`src/hdl/gsa_pkg.sv`:
```
// ----------------------------------------------------------------------------
// gsa_pkg: shared types, constants and field functions for the GSA parser
// Holds the parse state, the record layout and the per-byte update rules.
// ----------------------------------------------------------------------------
`default_nettype none

package gsa_pkg;

  localparam int MAX_SATS  = 12;
  localparam int MAX_LEN   = 100;
  localparam int OUT_SATS  = 12;
  localparam int SAT_SLOTS = (MAX_SATS > OUT_SATS) ? MAX_SATS : OUT_SATS;
  localparam int SAT_CNT_W = $clog2(MAX_SATS + 1);
  localparam int CNT_W     = $clog2(MAX_LEN + 1);

  // field numbers within the sentence
  localparam logic [4:0] FIELD_SEL       = 5'd1;
  localparam logic [4:0] FIELD_FIX       = 5'd2;
  localparam logic [4:0] FIELD_SAT_FIRST = 5'd3;
  localparam logic [4:0] FIELD_SAT_LAST  = 5'd14;
  localparam logic [4:0] FIELD_DOP_FIRST = 5'd15;
  localparam logic [4:0] FIELD_DOP_LAST  = 5'd17;
  localparam logic [4:0] FIELD_LAST      = 5'd18;
  localparam logic [4:0] FIELD_LIMIT     = 5'd19;

  localparam logic [19:0] NUM_CAP = 20'd255;
  localparam logic [19:0] DOP_CAP = 20'd65535;

  localparam logic [7:0] CH_NUL   = 8'h00;
  localparam logic [7:0] CH_COMMA = 8'h2C;
  localparam logic [7:0] CH_DOT   = 8'h2E;
  localparam logic [7:0] CH_0     = 8'h30;
  localparam logic [7:0] CH_9     = 8'h39;

  typedef struct packed {
    logic [4:0]  fidx;
    logic        started;   // at least one byte taken in this field
    logic [15:0] acc;
    logic        stopped;
    logic [1:0]  frac;
    logic        dot;
  } parse_st_t;

  typedef struct packed {
    logic [7:0]                     sel;
    logic [7:0]                     fix;
    logic [SAT_CNT_W-1:0]           sat_n;
    logic [SAT_SLOTS-1:0][7:0]      sats;
    logic [2:0][15:0]               dop;
    logic                           err;
  } rec_t;

  typedef struct packed {
    parse_st_t p;
    rec_t      r;
  } full_st_t;

  // one byte request handed to the parse core
  typedef struct packed {
    logic       go;
    logic [7:0] char_byte;
    logic       last_byte;
  } step_t;

  function automatic logic is_dop(logic [4:0] fidx);
    return (fidx >= FIELD_DOP_FIRST) && (fidx <= FIELD_DOP_LAST);
  endfunction

  // close the current field into the record
  function automatic rec_t gsa_commit(rec_t r, parse_st_t p);
    rec_t        q;
    logic [22:0] v;
    q = r;
    v = '0;
    if (p.fidx == FIELD_FIX) begin
      q.fix = p.acc[7:0];
    end else if ((p.fidx >= FIELD_SAT_FIRST) && (p.fidx <= FIELD_SAT_LAST)) begin
      if ((p.acc != 16'd0) && (int'(r.sat_n) < MAX_SATS)) begin
        for (int i = 0; i < MAX_SATS; i++) begin
          if (int'(r.sat_n) == i) q.sats[i] = p.acc[7:0];
        end
        q.sat_n = SAT_CNT_W'(r.sat_n + 1'b1);
      end
    end else if (is_dop(p.fidx)) begin
      case (p.frac)
        2'd0:    v = 23'(p.acc) * 23'd100;
        2'd1:    v = 23'(p.acc) * 23'd10;
        default: v = 23'(p.acc);
      endcase
      if (v > 23'(DOP_CAP)) v = 23'(DOP_CAP);
      for (int k = 0; k < 3; k++) begin
        if (p.fidx == 5'(FIELD_DOP_FIRST + 5'(k))) q.dop[k] = v[15:0];
      end
    end
    return q;
  endfunction

  // apply one non-NUL byte to the parse state
  function automatic full_st_t gsa_take_byte(full_st_t s, logic [7:0] c);
    full_st_t    n;
    logic [19:0] t;
    logic        dop_f;
    n     = s;
    t     = 20'(s.p.acc) * 20'd10 + 20'(c[3:0]);
    dop_f = is_dop(s.p.fidx);
    if (c == CH_COMMA) begin
      n.r = gsa_commit(s.r, s.p);
      if (s.p.fidx < FIELD_LIMIT) n.p.fidx = s.p.fidx + 5'd1;
      if (n.p.fidx > FIELD_LAST) n.r.err = 1'b1;
      n.p.started = 1'b0;
      n.p.acc     = '0;
      n.p.stopped = 1'b0;
      n.p.frac    = '0;
      n.p.dot     = 1'b0;
    end else begin
      if ((s.p.fidx == FIELD_SEL) && !s.p.started) n.r.sel = c;
      n.p.started = 1'b1;
      if (!s.p.stopped) begin
        if ((c >= CH_0) && (c <= CH_9)) begin
          if (dop_f) begin
            if (!(s.p.dot && (s.p.frac >= 2'd2))) begin
              if (s.p.dot) n.p.frac = s.p.frac + 2'd1;
              n.p.acc = (t > DOP_CAP) ? DOP_CAP[15:0] : t[15:0];
            end
          end else begin
            n.p.acc = (t > NUM_CAP) ? NUM_CAP[15:0] : t[15:0];
          end
        end else if ((c == CH_DOT) && dop_f && !s.p.dot) begin
          n.p.dot = 1'b1;
        end else begin
          n.p.stopped = 1'b1;
        end
      end
    end
    return n;
  endfunction

endpackage

`default_nettype wire

```
`src/hdl/gsa_if.sv`:
```
// ----------------------------------------------------------------------------
// gsa_in_if / gsa_out_if: valid-ready channels of the GSA parser
// Byte channel in, record channel out.
// ----------------------------------------------------------------------------
`default_nettype none

interface gsa_in_if;
  logic       valid;
  logic       ready;
  logic [7:0] char_byte;
  logic       last_byte;
  modport source(output valid, char_byte, last_byte, input ready);
  modport sink(input valid, char_byte, last_byte, output ready);
endinterface

interface gsa_out_if;
  logic        valid;
  logic        ready;
  logic [7:0]  selection_char;
  logic [7:0]  fix_type;
  logic [3:0]  sat_count;
  logic [47:0] sats_first_six;
  logic [47:0] sats_last_six;
  logic [15:0] pdop_centi;
  logic [15:0] hdop_centi;
  logic [15:0] vdop_centi;
  logic        too_many_fields;
  modport source(output valid, selection_char, fix_type, sat_count, sats_first_six,
                 sats_last_six, pdop_centi, hdop_centi, vdop_centi, too_many_fields,
                 input ready);
  modport sink(input valid, selection_char, fix_type, sat_count, sats_first_six,
               sats_last_six, pdop_centi, hdop_centi, vdop_centi, too_many_fields,
               output ready);
endinterface

`default_nettype wire

```
`src/hdl/gsa_parse_core.sv`:
```
// ----------------------------------------------------------------------------
// gsa_parse_core: sentence state and per-byte field update
// Holds field counter, number accumulator and record; gives the closed record.
// ----------------------------------------------------------------------------
`default_nettype none

module gsa_parse_core (
  input  wire logic          clk,
  input  wire logic          rst_n,
  input  wire gsa_pkg::step_t step_i,
  output gsa_pkg::rec_t      rec_o
);
  import gsa_pkg::*;

  full_st_t          st_r, st_nxt;
  logic [CNT_W-1:0]  byte_cnt_r, byte_cnt_nxt;
  logic              text_end_r, text_end_nxt;
  logic              live;

  always_comb begin
    live         = !text_end_r && (byte_cnt_r < CNT_W'(MAX_LEN - 1));
    st_nxt       = st_r;
    text_end_nxt = text_end_r;
    if (live) begin
      if (step_i.char_byte == CH_NUL) text_end_nxt = 1'b1;
      else st_nxt = gsa_take_byte(st_r, step_i.char_byte);
    end
    byte_cnt_nxt = (byte_cnt_r < CNT_W'(MAX_LEN)) ? CNT_W'(byte_cnt_r + 1'b1) : byte_cnt_r;
    // final field closes on the sentence end
    rec_o = gsa_commit(st_nxt.r, st_nxt.p);
  end

  always_ff @(posedge clk) begin
    if (!rst_n) begin
      st_r       <= '0;
      byte_cnt_r <= '0;
      text_end_r <= 1'b0;
    end else if (step_i.go) begin
      if (step_i.last_byte) begin
        st_r       <= '0;
        byte_cnt_r <= '0;
        text_end_r <= 1'b0;
      end else begin
        st_r       <= st_nxt;
        byte_cnt_r <= byte_cnt_nxt;
        text_end_r <= text_end_nxt;
      end
    end
  end

endmodule

`default_nettype wire

```
`src/hdl/nmea_gsa_sentence_parser.sv`:
```
// ----------------------------------------------------------------------------
// nmea_gsa_sentence_parser: GSA sentence to fix record
// Splits a byte stream at commas and packs selection, fix, satellites, DOPs.
// ----------------------------------------------------------------------------
//
//  channel   dir  payload                                   accepted when
//  in_if     in   char_byte, last_byte                      valid & ready
//  out_if    out  selection_char .. too_many_fields record  valid & ready
//
//  One byte per cycle sustained while no last byte waits on a busy out_if. A
//  byte is held in the input register, then the parse core updates its state;
//  out_if shows the record from the result register, loaded with its last byte.
//  Reset (rst_n low, synchronous) clears the sentence state and both valids.
//  A finished record waiting on out_if stalls only a later last byte; plain
//  bytes keep flowing through the parse core underneath it.
// ----------------------------------------------------------------------------
`default_nettype none

module nmea_gsa_sentence_parser (
  input  wire logic   clk,
  input  wire logic   rst_n,
  gsa_in_if.sink      in_if,
  gsa_out_if.source   out_if
);
  import gsa_pkg::*;

  // input register
  logic        s1_valid_r;
  logic [7:0]  s1_char_r;
  logic        s1_last_r;

  // result register
  logic        out_valid_r;
  logic [7:0]  sel_r;
  logic [7:0]  fix_r;
  logic [3:0]  cnt_r;
  logic [47:0] first_r;
  logic [47:0] last_r;
  logic [15:0] pdop_r;
  logic [15:0] hdop_r;
  logic [15:0] vdop_r;
  logic        err_r;

  logic        out_free;
  logic        proc_go;
  step_t       step;
  rec_t        rec;
  logic [47:0] first_nxt;
  logic [47:0] last_nxt;
  logic [3:0]  cnt_nxt;

  // a last byte needs a free result slot; other bytes never wait
  assign out_free    = !out_valid_r || out_if.ready;
  assign proc_go     = s1_valid_r && (!s1_last_r || out_free);
  assign in_if.ready = !s1_valid_r || proc_go;

  assign step.go        = proc_go;
  assign step.char_byte = s1_char_r;
  assign step.last_byte = s1_last_r;

  gsa_parse_core u_core (
    .clk    (clk),
    .rst_n  (rst_n),
    .step_i (step),
    .rec_o  (rec)
  );

  // pack the satellite list; slots at or past the count read zero
  always_comb begin
    for (int i = 0; i < 6; i++) begin
      first_nxt[8*i +: 8] = (int'(rec.sat_n) > i) ? rec.sats[i] : 8'd0;
      last_nxt[8*i +: 8]  = (int'(rec.sat_n) > i + 6) ? rec.sats[i + 6] : 8'd0;
    end
    cnt_nxt = (int'(rec.sat_n) > OUT_SATS) ? 4'(OUT_SATS) : 4'(rec.sat_n);
  end

  always_ff @(posedge clk) begin
    if (!rst_n) begin
      s1_valid_r  <= 1'b0;
      out_valid_r <= 1'b0;
    end else begin
      if (in_if.ready) s1_valid_r <= in_if.valid;
      if (proc_go && s1_last_r) out_valid_r <= 1'b1;
      else if (out_if.ready)    out_valid_r <= 1'b0;
    end
  end

  always_ff @(posedge clk) begin
    if (in_if.ready) begin
      s1_char_r <= in_if.char_byte;
      s1_last_r <= in_if.last_byte;
    end
    if (proc_go && s1_last_r) begin
      sel_r   <= rec.sel;
      fix_r   <= rec.fix;
      cnt_r   <= cnt_nxt;
      first_r <= first_nxt;
      last_r  <= last_nxt;
      pdop_r  <= rec.dop[0];
      hdop_r  <= rec.dop[1];
      vdop_r  <= rec.dop[2];
      err_r   <= rec.err;
    end
  end

  assign out_if.valid           = out_valid_r;
  assign out_if.selection_char  = sel_r;
  assign out_if.fix_type        = fix_r;
  assign out_if.sat_count       = cnt_r;
  assign out_if.sats_first_six  = first_r;
  assign out_if.sats_last_six   = last_r;
  assign out_if.pdop_centi      = pdop_r;
  assign out_if.hdop_centi      = hdop_r;
  assign out_if.vdop_centi      = vdop_r;
  assign out_if.too_many_fields = err_r;

endmodule

`default_nettype wire

```
`src/flat_wrapper.sv`:
```
// flat-port wrapper written by rule: the top's interface ports become plain ports
module nmea_gsa_sentence_parser_flat import gsa_pkg::*;
  (clk, rst_n, in_if_valid, in_if_char_byte, in_if_last_byte, in_if_ready, out_if_valid, out_if_selection_char, out_if_fix_type, out_if_sat_count, out_if_sats_first_six, out_if_sats_last_six, out_if_pdop_centi, out_if_hdop_centi, out_if_vdop_centi, out_if_too_many_fields, out_if_ready);
  gsa_in_if in_if_i ();
  gsa_out_if out_if_i ();
  input  wire logic clk;
  input  wire logic rst_n;
  input wire logic [$bits(in_if_i.valid)-1:0] in_if_valid;
  input wire logic [$bits(in_if_i.char_byte)-1:0] in_if_char_byte;
  input wire logic [$bits(in_if_i.last_byte)-1:0] in_if_last_byte;
  output wire logic [$bits(in_if_i.ready)-1:0] in_if_ready;
  output wire logic [$bits(out_if_i.valid)-1:0] out_if_valid;
  output wire logic [$bits(out_if_i.selection_char)-1:0] out_if_selection_char;
  output wire logic [$bits(out_if_i.fix_type)-1:0] out_if_fix_type;
  output wire logic [$bits(out_if_i.sat_count)-1:0] out_if_sat_count;
  output wire logic [$bits(out_if_i.sats_first_six)-1:0] out_if_sats_first_six;
  output wire logic [$bits(out_if_i.sats_last_six)-1:0] out_if_sats_last_six;
  output wire logic [$bits(out_if_i.pdop_centi)-1:0] out_if_pdop_centi;
  output wire logic [$bits(out_if_i.hdop_centi)-1:0] out_if_hdop_centi;
  output wire logic [$bits(out_if_i.vdop_centi)-1:0] out_if_vdop_centi;
  output wire logic [$bits(out_if_i.too_many_fields)-1:0] out_if_too_many_fields;
  input wire logic [$bits(out_if_i.ready)-1:0] out_if_ready;
  assign in_if_i.valid = in_if_valid;
  assign in_if_i.char_byte = in_if_char_byte;
  assign in_if_i.last_byte = in_if_last_byte;
  assign in_if_ready = in_if_i.ready;
  assign out_if_valid = out_if_i.valid;
  assign out_if_selection_char = out_if_i.selection_char;
  assign out_if_fix_type = out_if_i.fix_type;
  assign out_if_sat_count = out_if_i.sat_count;
  assign out_if_sats_first_six = out_if_i.sats_first_six;
  assign out_if_sats_last_six = out_if_i.sats_last_six;
  assign out_if_pdop_centi = out_if_i.pdop_centi;
  assign out_if_hdop_centi = out_if_i.hdop_centi;
  assign out_if_vdop_centi = out_if_i.vdop_centi;
  assign out_if_too_many_fields = out_if_i.too_many_fields;
  assign out_if_i.ready = out_if_ready;
  nmea_gsa_sentence_parser u_core (.clk(clk), .rst_n(rst_n), .in_if(in_if_i), .out_if(out_if_i));
endmodule
```
`config.mk`:
```
export PLATFORM = sky130hd
export DESIGN_NAME = nmea_gsa_sentence_parser_flat
export DESIGN_NICKNAME = d
export VERILOG_FILES = /design/src/hdl/gsa_pkg.sv /design/src/hdl/gsa_if.sv /design/src/hdl/gsa_parse_core.sv /design/src/hdl/nmea_gsa_sentence_parser.sv /design/src/flat_wrapper.sv
export SDC_FILE = /design/constraint.sdc
export NUM_CORES = 1
export LEC_CHECK = 0
export BUFFER_PORTS_ARGS = -buffer_cell sky130_fd_sc_hd__buf_2
export CORE_UTILIZATION = 63
export CTS_BUF_LIST = sky130_fd_sc_hd__clkbuf_4 sky130_fd_sc_hd__clkbuf_8
export DETAILED_ROUTE_END_ITERATION = 12
export HOLD_SLACK_MARGIN = 0.03
export PLACE_DENSITY = 0.83
export SYNTH_ARGS = -nofsm -noshare
export SYNTH_HDL_FRONTEND = slang
export SYNTH_HIERARCHICAL = 1
export SYNTH_SLANG_ARGS = --single-unit
```
`constraint.sdc`:
```
create_clock -name clk -period 12.75 [get_ports clk]
set_clock_uncertainty 0.15 [all_clocks]
set_input_delay 2.55 -clock clk [delete_from_list [all_inputs] [get_ports clk]]
set_output_delay 2.55 -clock clk [all_outputs]
set_load 0.005 [all_outputs]
```
==> summary.txt <==
CTS
  • Maximum clock insertion buffer count: 3
  • Cts hold-fix bufs: 0
  • Clock tree from TritonCTS: yes
  • Post-CTS setup buffer count: 0
  • Clock slew seen by the registers of the worst setup and hold paths: approximately 0.060 ns
  • Post-cts sizing count: 0
  • Root buf cell: sky130_fd_sc_hd__clkbuf_8
  • Num CTS Buffers: slightly below 60
  • Number of H-tree levels: 2
  • # clock sinks: between 300 and 400
  • Worst-Skew Late Latency: around 0.7 ns

Status
  • Result of the run: finished clean

Synthesis
  • Most used DFF post-synth: sky130_fd_sc_hd__dfxtp_1
  • Leading cell types by total area after synthesis: sky130_fd_sc_hd__edfxtp_1 21%, sky130_fd_sc_hd__dfxtp_1 16%, sky130_fd_sc_hd__ha_1 10%
  • Count of distinct cell types in the synthesized netlist: roughly 100
  • Mean Syn Cell Area: approximately 9.4 um2
  • Synth warnings: 6
  • Leading area contributor after synthesis: sky130_fd_sc_hd__edfxtp_1
  • Post-Synthesis Net Count: approximately 2900
  • Fraction of synthesized cell area taken by the top area cell type: roughly a fifth
  • Fraction of registers with async set or reset after synthesis: 0%
  • Post-Syn Area: approximately 25000 um2
  • Number of register bits inferred by synthesis: roughly 380
  • Instance count of the mapped netlist: 2620
  • Post-synth EDFFs: approximately 170
  • Sequential area share after synthesis: approximately 37%

Worst setup path
  • Flop2flop setup slack: about 1.6 ns
  • Critical path endpoint: u_core/out_if.hdop_centi[8]
  • Nature of the critical path endpoint: flop
  • Depth of the worst register-to-register path: 27
  • CP Class: flop to flop
  • Element type at the critical path start: flop
  • Arr. time, crit path: about 11 ns
  • Worst r2r dst: u_core/out_if.hdop_centi[8]
  • Required time at the worst-slack endpoint: ~13 ns
  • Launching point of the worst reg2reg path: u_core/u_core/st_r[170]
  • Critical path startpoint: u_core/u_core/st_r[170]
  • Maximum fanout encountered on the critical timing path: 25

Routing
  • First-pass iteration count of the detailed router: 8
  • Routed WL per cell: between 20 and 25 um
  • DRC violations left: 0
  • Post-DR vias/cell: 6.498
  • Vias after detailed routing: ~22000
  • Antenna-violating nets left: 0
  • 1st-iter DRT viols: between 2000 and 3000
  • Routed wire length: roughly 73 mm

STA
  • Setup tns final: 0 ns
  • Post-layout min period: between 10 and 15 ns
  • Part of the cycle the worst path needs: 87.46%
  • Normalized max-slew margin: between 10% and 20%
  • Count of endpoints failing setup in the final report: 0
  • Slew Limit Fails: 0
  • RSZ-0062 raised after global routing: no
  • Maximum frequency from static timing analysis: 89.68 MHz
  • Actual slew at the worst max-slew pin: 1.272 ns
  • Worst hold slack across all endpoints: between 0.3 and 0.4 ns
  • Number of endpoints with negative hold slack in the final report: 0

Floorplan
  • Die Area: between 30000 and 40000 um2
  • Initial core utilization: 63.90%
  • CORE AREA: 38650 um2
  • Die Span X: between 150 and 200 um
  • Die extent in y: roughly 200 um
  • Row Count: around 70
  • # IOs: between 150 and 200

Place
  • Port Buf Inserts: approximately 180
  • RePlAce Congestion: between 0.9 and 1
  • Sum of net half-perimeters after detailed placement: about 51 mm
  • Placed cell areas: about 26000 um2

Cells and area
  • Combined flip-flop and latch cell area: approximately 9200 um2
  • Number of nets in the final layout: slightly below 3000
  • Final Cell Area: 27110 um2
  • Ratio of cells with drive above 1 in the final layout: between 10% and 20%
  • Area of the multi-input gates: around 14000 um2
  • Most frequent standard cell in the layout excluding fill and tap cells: sky130_fd_sc_hd__nor2b_1
  • Leading cell types in the layout, fill and taps excluded: 219 x sky130_fd_sc_hd__nor2b_1, 213 x sky130_fd_sc_hd__nor2_1, 201 x sky130_fd_sc_hd__dfxtp_1
  • Count of fill cells added during filler insertion: 3010
  • Antenna Cells: 0
  • Area added between synthesis and finish: 9.805%

Global routing
  • GRT overflow: 0
  • Initial antenna violation count: 1
  • Number of global-route vias before repair: 20390
  • First-pass GRT wire length: around 110 mm
  • GRT Util Overall: 36.47%
  • Maximum number of pins on one net before global-route repair: around 130

Power and ir drop
  • Power Dens Cells: slightly below 90 nW/um2
  • IR drop worst, VDD: between 60 and 70 uV
  • Static Leak: roughly 12 nW

Flow run
  • Max Cap Violations: 0

Min path
  • Hold WC Path Type: flop to flop
==> worst max-delay path: stages, from the launching register on <==
cell                       delay (ns)
sky130_fd_sc_hd__dfxtp_1         0.78
sky130_fd_sc_hd__ha_1            0.36
sky130_fd_sc_hd__ha_1            0.26
sky130_fd_sc_hd__fa_1            0.47
sky130_fd_sc_hd__a211oi_2        0.36
sky130_fd_sc_hd__nor2_1          0.14
sky130_fd_sc_hd__o221ai_1        0.32
sky130_fd_sc_hd__nand2_1         0.22
sky130_fd_sc_hd__or4_4           0.56
sky130_fd_sc_hd__xnor2_1         0.17
sky130_fd_sc_hd__o32a_1          0.42
sky130_fd_sc_hd__nor3_4          0.34
sky130_fd_sc_hd__a311o_1         1.01
sky130_fd_sc_hd__inv_1           0.37
sky130_fd_sc_hd__ha_1            0.40
sky130_fd_sc_hd__ha_1            0.32
sky130_fd_sc_hd__fa_1            0.46
sky130_fd_sc_hd__ha_1            0.24
sky130_fd_sc_hd__or3_1           0.38
sky130_fd_sc_hd__o21ai_0         0.33
sky130_fd_sc_hd__nor2_1          0.09
sky130_fd_sc_hd__a211oi_1        0.36
sky130_fd_sc_hd__mux2_2          0.38
sky130_fd_sc_hd__o41ai_1         0.41
sky130_fd_sc_hd__o211ai_1        0.17
sky130_fd_sc_hd__o31a_1          0.63
sky130_fd_sc_hd__or3_1           0.56
sky130_fd_sc_hd__mux2_2          0.28
==> Yosys cell counts (19+ instances only) <==
master	instances
sky130_fd_sc_hd__a21o_1	24
sky130_fd_sc_hd__a21oi_1	149
sky130_fd_sc_hd__a22oi_1	175
sky130_fd_sc_hd__and2_1	59
sky130_fd_sc_hd__and3_1	21
sky130_fd_sc_hd__buf_2	19
sky130_fd_sc_hd__clkbuf_1	120
sky130_fd_sc_hd__dfxtp_1	201
sky130_fd_sc_hd__edfxtp_1	174
sky130_fd_sc_hd__fa_1	25
sky130_fd_sc_hd__ha_1	198
sky130_fd_sc_hd__inv_1	124
sky130_fd_sc_hd__mux2i_1	141
sky130_fd_sc_hd__nand2_1	128
sky130_fd_sc_hd__nand3_1	29
sky130_fd_sc_hd__nor2_1	215
sky130_fd_sc_hd__nor2b_1	219
sky130_fd_sc_hd__nor3_1	33
sky130_fd_sc_hd__o211ai_1	31
sky130_fd_sc_hd__o21ai_0	97
sky130_fd_sc_hd__o21ai_1	26
sky130_fd_sc_hd__o22ai_1	29
sky130_fd_sc_hd__xnor2_1	33
==> worst min-delay path by stage <==
| stage | from | end | slack (ns) | cells after the start |
|---|---|---|---|---|
| global placement | u_core/u_core/st_r[0] | u_core/u_core/st_r[0] | 0.32 | 2 |
| finish | u_core/u_core/st_r[0] | u_core/u_core/st_r[0] | 0.33 | 2 |
| floorplan | u_core/u_core/byte_cnt_r[6] | u_core/u_core/byte_cnt_r[6] | 0.31 | 2 |
| global route | u_core/u_core/st_r[0] | u_core/u_core/st_r[0] | 0.40 | 2 |
| detailed placement | u_core/u_core/st_r[0] | u_core/u_core/st_r[0] | 0.32 | 2 |
| CTS | u_core/u_core/st_r[0] | u_core/u_core/st_r[0] | 0.33 | 2 |
==> flip-flops by register name (all words and copies together) (netlist names) <==
register and count:
u_core/out_if.too_many_fields 1, u_core/out_if.valid 1, u_core/out_if.hdop_centi 16, u_core/s1_valid_r 1, u_core/s1_char_r 8, u_core/out_if.sat_count 4
u_core/out_if.selection_char 8, u_core/out_if.sats_first_six 48, u_core/u_core/st_r 191, u_core/s1_last_r 1, u_core/out_if.fix_type 8, u_core/out_if.vdop_centi 16
u_core/u_core/text_end_r 1, u_core/u_core/byte_cnt_r 7, u_core/out_if.sats_last_six 48, u_core/out_if.pdop_centi 16
==> kinds of logic (layout without fill, tap and decap cells) <==
| group | after synthesis | after routing | share of synthesized area, % |
|---|---|---|---|
| AO/OA/AOI/OAI | 695 | 695 | 19.23 |
| AND/OR/NAND/NOR | 841 | 841 | 18.42 |
| multiplexers | 159 | 159 | 6.536 |
| buffers and inverters | 279 | 457 | 4.479 |
| flip-flops | 375 | 375 | 37.45 |
| XOR/XNOR | 48 | 48 | 1.824 |
| adder cells (fa/ha/maj) | 223 | 223 | 12.06 |
==> report_power, final <==
| group | total, mW | internal (mW) | switching, mW |
|---|---|---|---|
| Clock | 0.998 | 0.514 | 0.484 |
| Sequential | 1.27 | 1.27 | 0.00689 |
| Combinational | 0.0728 | 0.0232 | 0.0496 |
| Total | 2.34 | 1.80 | 0.540 |
==> metal layers <==
layer | vias up | track usage (%) | wire length (um)
met5 | - | 0 | 13
met1 | 10200 | 45.13 | 28310
met2 | 1235 | 58.77 | 33830
met4 | 2 | 21.66 | 4483
li1 | 9808 | - | -
met3 | 305 | 7.644 | 6803
==> cell type report <==
type / count / share of cell area (%)
clock inverters: 31 / 0.5537
flip-flops and latches: 375 / 34.11
well taps: 518 / 2.390
repair buffers: 216 / 4.338
multi-input cells: 1966 / 53.09
clock buffers: 80 / 3.715
inverters: 130 / 1.800
==> through the flow <==
step / utilization (%) / cells / setup WS, ns / total power, mW
after floorplan: - / 2620 / 2.483 / 1.342
after global placement: 67.17 / 3205 / 2.305 / 1.367
after detailed placement: 67.17 / 3205 / 1.823 / 1.369
after CTS: 70.16 / 3316 / 1.825 / 2.350
after global routing: 70.16 / 3316 / 1.163 / 2.413
final: 70.16 / 3316 / 1.599 / 2.344
Note: power is estimated with default switching activity, not from simulation.
